--- src/hdl/pir_pkg.sv ---
// pir_pkg: shared widths, codes and controller/datapath interface types
// for the packed id registry; no dependencies
`timescale 1ns / 1ps

package pir_pkg;

    localparam int CMD_W            = 2;
    localparam int ID_W             = 20;
    localparam int IDX_W            = 8;
    localparam int STATUS_W         = 2;
    localparam int CNT_OUT_W        = 9;
    localparam int PACK_W           = 24;
    localparam int PAIR_W           = 7;
    localparam int DEFAULT_CAPACITY = 256;

    localparam logic [ID_W-1:0] ID_MODULUS = 20'd1000000;
    localparam logic [ID_W-1:0] HI_WEIGHT  = 20'd10000;
    localparam logic [ID_W-1:0] MID_WEIGHT = 20'd100;
    localparam logic [7:0]      PAIR_MARK  = 8'h80;

    // reciprocals for the divisions by 10000 and 100
    localparam logic [ID_W-1:0] HI_RECIP  = 20'd858994;
    localparam int              HI_SHIFT  = 33;
    localparam logic [ID_W-1:0] MID_RECIP = 20'd10486;
    localparam int              MID_SHIFT = 20;

    typedef enum logic [CMD_W-1:0] {
        CMD_ADD    = 2'd0,
        CMD_REMOVE = 2'd1,
        CMD_READ   = 2'd2,
        CMD_CLEAR  = 2'd3
    } cmd_code_t;

    typedef enum logic [STATUS_W-1:0] {
        STAT_OK        = 2'd0,
        STAT_NOT_FOUND = 2'd1,
        STAT_FULL      = 2'd2,
        STAT_RANGE     = 2'd3
    } status_t;

    typedef struct packed {
        logic load;
        logic exec;
        logic scan_step;
        logic scan_end;
        logic fetch_take;
        logic result_load;
    } ctrl_cmd_t;

    typedef struct packed {
        cmd_code_t op;
        logic      full;
        logic      idx_oor;
        logic      scan_done;
        logic      found;
        logic      pack_done;
    } dp_sts_t;

endpackage

--- src/hdl/pir_ctrl.sv ---
// pir_ctrl: request sequencing state machine for the packed id registry
// drives datapath commands from its status; uses pir_pkg
`timescale 1ns / 1ps

module pir_ctrl (
    input  logic               aclk,
    input  logic               aresetn,
    input  logic               s_valid,
    output logic               s_ready,
    output logic               m_valid,
    input  logic               m_ready,
    output pir_pkg::ctrl_cmd_t cmd,
    input  pir_pkg::dp_sts_t   sts
);
    import pir_pkg::*;

    typedef enum logic [5:0] {
        S_IDLE   = 6'b000001,
        S_EXEC   = 6'b000010,
        S_SCAN   = 6'b000100,
        S_FETCH  = 6'b001000,
        S_PACK   = 6'b010000,
        S_FINISH = 6'b100000
    } state_t;

    state_t state_reg, state_next;
    logic   m_valid_reg, m_valid_next;

    always_comb begin
        state_next   = state_reg;
        m_valid_next = m_valid_reg && !m_ready;
        cmd          = '0;
        s_ready      = 1'b0;

        unique case (state_reg)
            S_IDLE: begin
                s_ready = 1'b1;
                if (s_valid) begin
                    cmd.load   = 1'b1;
                    state_next = S_EXEC;
                end
            end
            S_EXEC: begin
                cmd.exec = 1'b1;
                unique case (sts.op)
                    CMD_ADD:    state_next = sts.full ? S_FINISH : S_PACK;
                    CMD_REMOVE: state_next = S_SCAN;
                    CMD_READ:   state_next = sts.idx_oor ? S_FINISH : S_FETCH;
                    CMD_CLEAR:  state_next = S_FINISH;
                    default:    state_next = S_FINISH;
                endcase
            end
            S_SCAN: begin
                if (sts.scan_done) begin
                    cmd.scan_end = 1'b1;
                    state_next   = sts.found ? S_PACK : S_FINISH;
                end else begin
                    cmd.scan_step = 1'b1;
                end
            end
            S_FETCH: begin
                cmd.fetch_take = 1'b1;
                state_next     = S_PACK;
            end
            S_PACK: begin
                if (sts.pack_done) begin
                    state_next = S_FINISH;
                end
            end
            S_FINISH: begin
                if (!m_valid_reg || m_ready) begin
                    cmd.result_load = 1'b1;
                    m_valid_next    = 1'b1;
                    state_next      = S_IDLE;
                end
            end
            default: state_next = S_IDLE;
        endcase
    end

    always_ff @(posedge aclk) begin
        if (!aresetn) begin
            state_reg   <= S_IDLE;
            m_valid_reg <= 1'b0;
        end else begin
            state_reg   <= state_next;
            m_valid_reg <= m_valid_next;
        end
    end

    assign m_valid = m_valid_reg;

    // conversions are only started on the way into the pack wait
    a_pack_done_in_pack: assert property (@(posedge aclk) disable iff (!aresetn)
        sts.pack_done |-> state_reg == S_PACK)
        else $error("pack finished outside the pack wait");

endmodule

--- config.mk ---
export PLATFORM = sky130hd
export DESIGN_NAME = pir_ctrl
export DESIGN_NICKNAME = d
export VERILOG_FILES = /design/src/hdl/pir_pkg.sv /design/src/hdl/pir_ctrl.sv
export SDC_FILE = /design/constraint.sdc
export NUM_CORES = 1
export LEC_CHECK = 0
export BUFFER_PORTS_ARGS = -buffer_cell sky130_fd_sc_hd__buf_4
export CAP_MARGIN = 20
export CELL_PAD_IN_SITES_DETAIL_PLACEMENT = 1
export CELL_PAD_IN_SITES_GLOBAL_PLACEMENT = 2
export CORE_AREA = 2 2 54 43
export DETAILED_ROUTE_END_ITERATION = 16
export DIE_AREA = 0 0 56 45
export PLACE_DENSITY = 0.72
export SLEW_MARGIN = 10
export SYNTH_ARGS = -nofsm -noshare
export SYNTH_HDL_FRONTEND = slang
export SYNTH_SLANG_ARGS = --single-unit
--- constraint.sdc ---
create_clock -name aclk -period 1.9 [get_ports aclk]
set_input_delay 0.57 -clock aclk [delete_from_list [all_inputs] [get_ports aclk]]
set_output_delay 0.57 -clock aclk [all_outputs]
set_load 0.01 [all_outputs]
==> metrics.md, run 1 <==
| Metric | Value |
|---|---|
| Status | `complete, but fails checks` |
| Violated checks | `negative setup slack` |
| Max reg flops | `6` |
| Most common cell after layout, fill and taps aside | `buf_4` |
| Normalized max-slew margin | `81.87%` |
| Max Slew Vio Count | `0` |
| Vias in the first global route | `537` |
| Layout cells sized above 1 | `58.43%` |
| Syn_area_per_cell | `8.286 um2` |
| Final hold vios | `0` |
| Hold Slack | `488.3 ps` |
| VDD IR-drop max | `0.0004668 V` |
| Cts hold-fix bufs | `0` |
| Tcrit/Tclk final | `104.6%` |
| Mapped Cells | `53` |
| IO Pins | `19` |
| Worst-path clk slew | `50 ps` |
| Post-Place Setup Slack | `126.4 ps` |
| Cell variety after synth | `27` |
| Drt pass-1 iters | `3` |
| Max capacitance violation total | `0` |
| HP Class | `in2reg` |
| Cell Pwr Density | `710.1 mW/mm2` |
| Die Wd | `56 um` |
| Syn nets | `64` |
| # setup viols final | `6` |
| Clock skew | `1.292 ps` |
| R2R depth | `7` |
| Via-to-Cell Ratio | `4.867` |
| Leakage power figure | `between 0.3 and 0.4 nW` |
| Depth of the worst hold-timing path | `2` |
| WL/cell | `14.62 um` |
| Synth Register Bits | `7` |
| Area Growth Syn to Fin | `90.03%` |
| Vias | `550` |
| GRT overflow | `0` |
| Detail Route Antenna Nets | `0` |
| Mapped Area | `~440 um2` |
| Post-layout util | `42.54%` |
| Max Root-Sink Buffers | `2` |
| Worst R2R Start | `state_reg[2]` |
| Final setup margin | `-86.71 ps` |
| Hold Path End | `state_reg[3]` |
| Core Box Area | `0.001962 mm2` |
| FMAX | `approximately 500 MHz` |
| Clk_lat worst skew | `about 260 ps` |
| Crit Path Category | `reg2out` |
| CP arrival | `1420 ps` |
| H-tree depth | `1` |
| Crit-path max FO | `4` |
| Most frequent cells in the layout | `27 x buf_4, 5 x buf_6, 4 x nand3b_1, 4 x nand2_1` |
| Least-Margin Pin Slew | `about 270 ps` |
| Crit path time final | `1987 ps` |
| DR iter-0 viols | `6` |
| Port Buffers | `18` |
| # diodes | `0` |
| Critical Path Sink Type | `output port` |
| R2R Path End | `state_reg[5]` |
| Detailed Route WL | `roughly 1700 um` |
| RD Place Congestion | `0.7569` |
| CTS Buf Count | `3` |
| Largest net degree at the start of global routing | `8` |
| Sequential area share after synthesis | `31.91%` |
| HP Start | `sts[3]` |
| Nets | `101` |
| Clock Sinks | `7` |
| Setup slack, reg-to-reg | `130 ps` |
| HPWL Detailed | `1065 um` |
| Initial antenna violation count | `0` |
| Yosys warns | `0` |
| CTS tree | `yes` |
| RSZ-0062 raised after global routing | `true` |
| Initial Utilization | `roughly 22%` |
| CP required | `1330 ps` |
| FP Rows | `14` |
| FILL cells | `230` |
| CP Launch Type | `register` |
| Tot GR Track Use | `between 10% and 20%` |
| Root Buffer | `clkbuf_4` |
| Multi-input logic area | `355.3 um2` |
| Chip height | `45 um` |
| Flip-flop and latch area | `152.6 um2` |
| # DRC | `0` |
| Global-route wire length before repair | `approximately 2500 um` |
| Die area | `0.002520 mm2` |
-- what timing repair did --
item	CTS	global route
buffers inserted	9	5
pin swaps	8	6
setup endpoints to repair	7	10
gates resized for setup	17	10
-- cell type report --
cell class / instances / share of cell area [%]
Tap cell: 24 / 3.598
Sequential cell: 7 / 18.29
Timing Repair Buffer: 32 / 31.03
Multi-Input combinational cell: 43 / 42.58
Clock buffer: 4 / 3.148
Inverter: 3 / 1.349
-- synthesized netlist by cell type --
library cell | instances | share of area [%]
dfxtp_1 | 7 | 32
nand2_1 | 5 | 4.3
a21oi_1 | 4 | 4.6
nand3b_1 | 4 | 6.8
nor2_1 | 4 | 3.4
inv_1 | 3 | 2.6
nor2b_1 | 3 | 4.3
nor4_1 | 3 | 4.3
o21a_1 | 2 | 3.4
a211o_1 | 1 | 2.0
a21boi_0 | 1 | 1.7
a21boi_1 | 1 | 1.7
a31oi_1 | 1 | 1.4
and2_1 | 1 | 1.4
and3_1 | 1 | 1.4
and3b_1 | 1 | 2.0
nand2_2 | 1 | 1.4
nand4_1 | 1 | 1.4
nand4b_1 | 1 | 2.0
nor3_1 | 1 | 1.1
nor4_2 | 1 | 2.8
nor4_4 | 1 | 4.8
o211ai_1 | 1 | 1.7
o221ai_1 | 1 | 2.0
o22a_1 | 1 | 2.0
or3_1 | 1 | 1.4
xor2_1 | 1 | 2.0
-- power by group --
group | switching (mW) | internal [mW] | leakage [nW]
clock | 0.0597 | 0.0804 | 0.0150
sequential | 0.0194 | 0.158 | 0.0597
combinational | 0.114 | 0.161 | 0.312
-- stage by stage --
| step | instance area [um2] | power [mW] | instances | TNS (ps) |
|---|---|---|---|---|
| finish | 834.6 | 0.5926 | 113 | -193.3 |
| global route | 834.6 | 0.6328 | 113 | -718.3 |
| CTS | 759.5 | 0.5564 | 109 | -110.4 |
| detailed placement | 611.8 | 0.3354 | 96 | 0 |
| global placement | 611.8 | 0.3336 | 96 | 0 |
| floorplan | 439.2 | 0.2603 | 53 | 0 |
-- worst max-delay path: stages, from the launching register on --
cell      delay, ps
dfxtp_4         360
nor4_4          310
nand3b_1        170
inv_2            90
and2_4          140
buf_6            90
-- cells by family (layout without fill, tap and decap cells) --
| logic type | count (synthesis) | after routing | share of synthesized area, % |
|---|---|---|---|
| AOI/OAI and AO/OA | 13 | 13 | 20.52 |
| xor gates and xnor gates | 1 | 1 | 1.995 |
| buffers and inverters | 3 | 39 | 2.564 |
| DFF | 7 | 7 | 31.91 |
| and+or+nand+nor | 29 | 29 | 43.02 |
-- layer usage --
metal	up-vias	routed length, um	GRT usage, %
met5	-	0	0
li1	273	-	-
met4	0	12	2.857
met2	10	837	23.76
met3	2	63	5.158
met1	265	738	15.68
-- worst max path at each step --
stage,slack [ps],cells past startpoint,end,startpoint
2_1_floorplan,210,4,cmd[5],state_reg[3]
3_3_place_gp,140,5,cmd[5],state_reg[3]
3_5_place_dp,130,4,cmd[3],state_reg[3]
4_1_cts,-70,5,cmd[5],state_reg[5]
5_1_grt,-190,5,cmd[5],state_reg[2]
6_report,-90,5,cmd[5],state_reg[2]
Power figures use the tool's default switching activity.
==> run 2: changes to the inputs <==
--- a/config.mk
+++ b/config.mk
@@ -9,10 +9,11 @@
 export CAP_MARGIN = 20
 export CELL_PAD_IN_SITES_DETAIL_PLACEMENT = 1
 export CELL_PAD_IN_SITES_GLOBAL_PLACEMENT = 2
-export CORE_AREA = 2 2 54 43
+export CORE_AREA = 2 2 56 45
+export CTS_BUF_LIST = sky130_fd_sc_hd__clkbuf_16
 export DETAILED_ROUTE_END_ITERATION = 16
-export DIE_AREA = 0 0 56 45
-export PLACE_DENSITY = 0.72
+export DIE_AREA = 0 0 58 47
+export PLACE_DENSITY = 0.69
 export SLEW_MARGIN = 10
 export SYNTH_ARGS = -nofsm -noshare
 export SYNTH_HDL_FRONTEND = slang
==> constraint.sdc (replaced) <==
create_clock -name aclk -period 1.65 [get_ports aclk]
set_input_delay 0.495 -clock aclk [delete_from_list [all_inputs] [get_ports aclk]]
set_output_delay 0.495 -clock aclk [all_outputs]
set_load 0.01 [all_outputs]
==> run 2 against run 1 <==
- the run still ends with negative setup slack left
- worst hold slack worse by 55 ps
- register-to-register slack worse by 220 ps
- non-clock buffer count unchanged
- critical endpoint unchanged
- largest cell class unchanged
==> metrics.md, run 2 (same netlist as run 1, synthesis figures left out) <==
| Metric | Value |
|---|---|
| Max capacitance violation total | `0` |
| Met2 GRT Util | `between 20% and 30%` |
| R2R Path End | `state_reg[5]` |
| Die Wd | `58 um` |
| Grt met3 use | `between 3 and 4%` |
| RSZ-0062 raised after global routing | `true` |
| Port Buffers | `18` |
| Final hold vios | `0` |
| Root Buffer | `clkbuf_16` |
| Depth of the worst hold-timing path | `2` |
| # DRC | `0` |
| CP required | `1150 ps` |
| RD Place Congestion | `approximately 0.72` |
| Max Root-Sink Buffers | `2` |
| WL/cell | `about 15 um` |
| Initial antenna violation count | `0` |
| CTS tree | `yes` |
| DR iter-0 viols | `7` |
| Max incr delay on CP | `roughly 360 ps` |
| HPWL Detailed | `1166 um` |
| Detail Route Antenna Nets | `0` |
| Clock Sinks | `7` |
| HP Class | `in2reg` |
| Final setup margin | `-245.8 ps` |
| Max reg flops | `6` |
| Cell Pwr Density | `1063 mW/mm2` |
| Tcrit/Tclk final | `114.9%` |
| Crit path time final | `1896 ps` |
| CTS Buf Count | `3` |
| Leakage power figure | `0.3861 nW` |
| Hold Slack | `around 430 ps` |
| Final non-filler cell total | `114` |
| Largest net degree at the start of global routing | `8` |
| Layout cells sized above 1 | `59.55%` |
| HP Start | `sts[3]` |
| Detailed Route WL | `1763 um` |
| # diodes | `0` |
| Chip height | `47 um` |
| R2R depth | `6` |
| Hold Path End | `state_reg[3]` |
| Pwr Total | `about 940 uW` |
| Via-to-Cell Ratio | `4.842` |
| GRT overflow | `0` |
| Most common cell after layout, fill and taps aside | `buf_4` |
| VDD IR-drop max | `0.0005629 V` |
| Critical Path Sink Type | `output port` |
| Normalized max-slew margin | `75.62%` |
| Cts hold-fix bufs | `0` |
| Violated checks | `negative setup slack` |
| Cell Area, Placed | `about 650 um2` |
| Clock skew | `4.425 ps` |
| H-tree depth | `1` |
| Final Instance Area | `883.3 um2` |
| CP Depth | `5` |
| Core Box Area | `0.002177 mm2` |
| Drt pass-1 iters | `4` |
| Worst R2R Start | `state_reg[3]` |
| Setup slack, reg-to-reg | `-90 ps` |
| Global-route wire length before repair | `2649 um` |
| GRT met1 Usage | `15.44%` |
| IO Pins | `19` |
| Crit-path max FO | `5` |
| Clk_lat worst skew | `230 ps` |
| Vias in the first global route | `578` |
| FILL cells | `between 200 and 300` |
| Most frequent cells in the layout | `27 x buf_4, 5 x nand2_1, 4 x nand3b_1, 4 x buf_6` |
| CP arrival | `1400 ps` |
| Crit Path Category | `reg2out` |
| Area Growth Syn to Fin | `101.1%` |
| Die area | `0.002726 mm2` |
| Placed cells | `102` |
| Crit path cell chain | `nor4_4, nand3b_1, inv_2, and2_4, buf_6` |
| Slowest CP cell | `dfxtp_4` |
| Status | `complete, but fails checks` |
| Vias | `552` |
| Max Slew Vio Count | `0` |
| CP Launch Type | `register` |
| Crit-path leading delay family | `simple AND/OR/NAND/NOR gates` |
| Least-Margin Pin Slew | `363.0 ps` |
| FP Rows | `15` |
| Initial Utilization | `20.17%` |
| Most Crowded Layer GR | `met2` |
| CP bufs+invs | `2` |
| FMAX | `roughly 530 MHz` |
| Nets | `101` |
| Tot GR Track Use | `13.25%` |
| Worst-path clk slew | `40 ps` |
| # setup viols final | `9` |
## run 2: cell type report
cell class | count | area (um2) | area share, %
multi-input combinational | 43 | 341.6 | 38.67
timing repair buffer | 32 | 267.8 | 30.31
sequential | 7 | 151.4 | 17.14
clock buffer | 3 | 75.07 | 8.499
tap | 25 | 31.28 | 3.541
inverter | 3 | 11.26 | 1.275
clock inverter | 1 | 5.005 | 0.5666
## run 2: what timing repair did
action / in CTS / in global routing
setup buffers: 7 / 2
setup endpoints to repair: 11 / 11
gates resized for setup: 13 / 10
pin swaps: 8 / 10
## run 2: worst max path at each step
stage                  from     end  slack [ps]
6_report       state_reg[4]  cmd[5]        -250
5_1_grt        state_reg[3]  cmd[3]        -320
4_1_cts        state_reg[3]  cmd[0]        -220
3_5_place_dp   state_reg[4]  cmd[3]         -40
3_3_place_gp   state_reg[3]  cmd[3]         -40
2_1_floorplan  state_reg[3]  cmd[5]          30
## run 2: worst register-to-register path, cell delays in order (launching register included)
cell	delay, ps
dfxtp_4	360
nor4_4	410
nand2_2	130
buf_4	170
o22a_1	190
a211o_1	290
a21boi_1	110
## run 2: layer usage
metal  wire, um  vias up
met3         46        0
met1        769      269
met5          0        -
li1           -      271
met4          0        0
met2        948       12
## run 2: per-stage QoR
stage / worst slack, ps / setup TNS (ps) / util (%)
6_report: -245.8 / -1564 / 40.57
5_1_grt: -323.3 / -2403 / 40.57
4_1_cts: -217.2 / -1271 / 38.16
3_5_place_dp: -37.94 / -112.1 / 29.89
3_3_place_gp: -39.17 / -39.17 / 29.89
2_1_floorplan: 34.85 / 0 / -
## run 2: report_power, final
group / internal [mW] / switching, mW
clock: 0.318 / 0.0939
combinational: 0.190 / 0.129
sequential: 0.183 / 0.0252
total: 0.691 / 0.248
==> run 3: changes to the inputs <==
--- a/config.mk
+++ b/config.mk
@@ -10,7 +10,6 @@
 export CELL_PAD_IN_SITES_DETAIL_PLACEMENT = 1
 export CELL_PAD_IN_SITES_GLOBAL_PLACEMENT = 2
 export CORE_AREA = 2 2 56 45
-export CTS_BUF_LIST = sky130_fd_sc_hd__clkbuf_16
 export DETAILED_ROUTE_END_ITERATION = 16
 export DIE_AREA = 0 0 58 47
 export PLACE_DENSITY = 0.69
==> run 3 against run 2 <==
- the flow still finishes with violations (negative setup slack)
- routed wire length up 1.3%
- power is 28% lower
- first-iteration DRC count shrank 43%
- cell count grew 2.6%
==> metrics.md, run 3 (same netlist as run 1, synthesis figures left out) <==
| Metric | Value |
|---|---|
| Crit path time final | `1911 ps` |
| # setup viols final | `8` |
| # diodes | `0` |
| FILL cells | `274` |
| CP required | `1150 ps` |
| Placed cells | `roughly 100` |
| Tcrit/Tclk final | `115.8%` |
| Nets | `104` |
| Die area | `0.002726 mm2` |
| Max incr delay on CP | `360 ps` |
| Most common cell after layout, fill and taps aside | `buf_4` |
| Final setup margin | `-261.3 ps` |
| Root Buffer | `clkbuf_4` |
| Global-route wire length before repair | `2656 um` |
| IO Pins | `19` |
| Max capacitance violation total | `0` |
| Crit-path leading delay family | `simple AND/OR/NAND/NOR gates` |
| HPWL Detailed | `1166 um` |
| H-tree depth | `1` |
| Max Root-Sink Buffers | `2` |
| CTS tree | `yes` |
| DR iter-0 viols | `4` |
| Clock skew | `11.69 ps` |
| Setup slack, reg-to-reg | `-50 ps` |
| Clock Sinks | `7` |
| WL/cell | `15.26 um` |
| FP Rows | `15` |
| Least-Margin Pin Slew | `332.6 ps` |
| Crit-path max FO | `5` |
| CTS Buf Count | `3` |
| Via-to-Cell Ratio | `4.906` |
| Max Slew Vio Count | `0` |
| Met3 WL post-DR | `61 um` |
| Detailed Route WL | `1786 um` |
| HP Class | `in2reg` |
| Cell Pwr Density | `775.3 mW/mm2` |
| CP Launch Type | `register` |
| RD Place Congestion | `0.7196` |
| # DRC | `0` |
| Post-Place Setup Slack | `-37.94 ps` |
| Detail Route Antenna Nets | `0` |
| CP arrival | `1420 ps` |
| Violated checks | `negative setup slack` |
| Largest net degree at the start of global routing | `8` |
| Chip height | `~47 um` |
| FMAX | `523.2 MHz` |
| VDD IR-drop max | `around 0.00023 V` |
| Initial Utilization | `between 20% and 30%` |
| Cts hold-fix bufs | `0` |
| Post-layout util | `40.11%` |
| Slowest CP cell | `dfxtp_4` |
| Initial antenna violation count | `0` |
| Crit Path Category | `reg2out` |
| RSZ-0062 raised after global routing | `true` |
| Leakage power figure | `0.3851 nW` |
| Area Growth Syn to Fin | `98.86%` |
| Most frequent cells in the layout | `27 x buf_4, 8 x buf_6, 5 x nand2_1, 5 x dfxtp_4, 4 x nand3b_1` |
| Setup_tns | `-1465 ps` |
| DR top layer | `met3` |
| Status | `complete, but fails checks` |
| Port Buffers | `18` |
| Core Box Area | `0.002177 mm2` |
| Drt pass-1 iters | `4` |
| Crit path cell chain | `nor4_4, nand3b_1, inv_2, and2_4, buf_6` |
| Die Wd | `58 um` |
| Final hold vios | `0` |
| Vias | `approximately 570` |
| GRT overflow | `0` |
| Max reg flops | `6` |
| Normalized max-slew margin | `between 70% and 80%` |
| Met2 wire length | `1015 um` |
| Worst-path clk slew | `approximately 60 ps` |
| Layout cells sized above 1 | `61.96%` |
| Wl on met1 | `709 um` |
| Critical Path Sink Type | `output port` |
| Tot GR Track Use | `13.19%` |
| Multi-input logic area | `350.3 um2` |
| Clk_lat worst skew | `260 ps` |
| CP bufs+invs | `2` |
| Flip-flop and latch area | `between 150 and 200 um2` |
| Vias in the first global route | `589` |
| Final non-filler cell total | `117` |
==> run 3: changes by cell type in the layout (fill, tap and decap cells not counted) <==
cell	delta
buf_6	+4
clkbuf_16	-3
clkbuf_4	+3
dfxtp_4	+3
dfxtp_2	-2
buf_12	-1
dfxtp_1	-1
nor4_2	-1
nor4_4	+1
==> run 3: per-stage QoR <==
stage               total power, mW  area, um2  hold slack [ps]
global route                 0.7266      873.3            391.6
floorplan                    0.2998      439.2            515.6
detailed placement           0.4133      650.6            510.9
global placement             0.4104      650.6            489.9
finish                       0.6771      873.3            396.1
CTS                          0.6408      760.7            394.9
==> run 3: metal layers <==
metal / track usage [%] / up-vias
met2: 23.86 / 12
met3: 2.755 / 0
met4: 5.581 / 0
met1: 15.60 / 285
met5: 0 / -
li1: - / 277
==> run 3: final cells by class <==
cell class	count	share of cell area [%]
inverter	3	1.289
multi-input combinational	43	40.11
timing repair buffer	35	33.52
clock inverter	1	0.5731
clock buffer	3	2.579
tap	25	3.582
sequential	7	18.34
==> run 3: repair_timing <==
item / 4_1_cts / 5_1_grt
pin swaps: 7 / 11
buffers inserted: 6 / 7
endpoints found under the setup margin: 11 / 11
resized for setup: 13 / 19
==> run 3: power breakdown <==
group	internal [mW]	switching (mW)
logic	0.186	0.126
registers	0.180	0.0291
clock network	0.0888	0.0677
total	0.455	0.222
==> run 3: worst register-to-register path, stage by stage, from the launching register on <==
cell	delay, ps
dfxtp_4	370
nor4_4	380
nand2_2	140
buf_6	150
o22a_1	190
a211o_1	270
a21boi_1	130
==> run 3: final timing paths <==
| check | start | endpoint | cells after the start |
|---|---|---|---|
| worst min-delay path | sts[3] | state_reg[3] | 2 |
| worst max-delay path | state_reg[4] | cmd[5] | 5 |
| worst max register to register | state_reg[3] | state_reg[5] | 6 |
| worst min register to register | m_valid | m_valid | 2 |
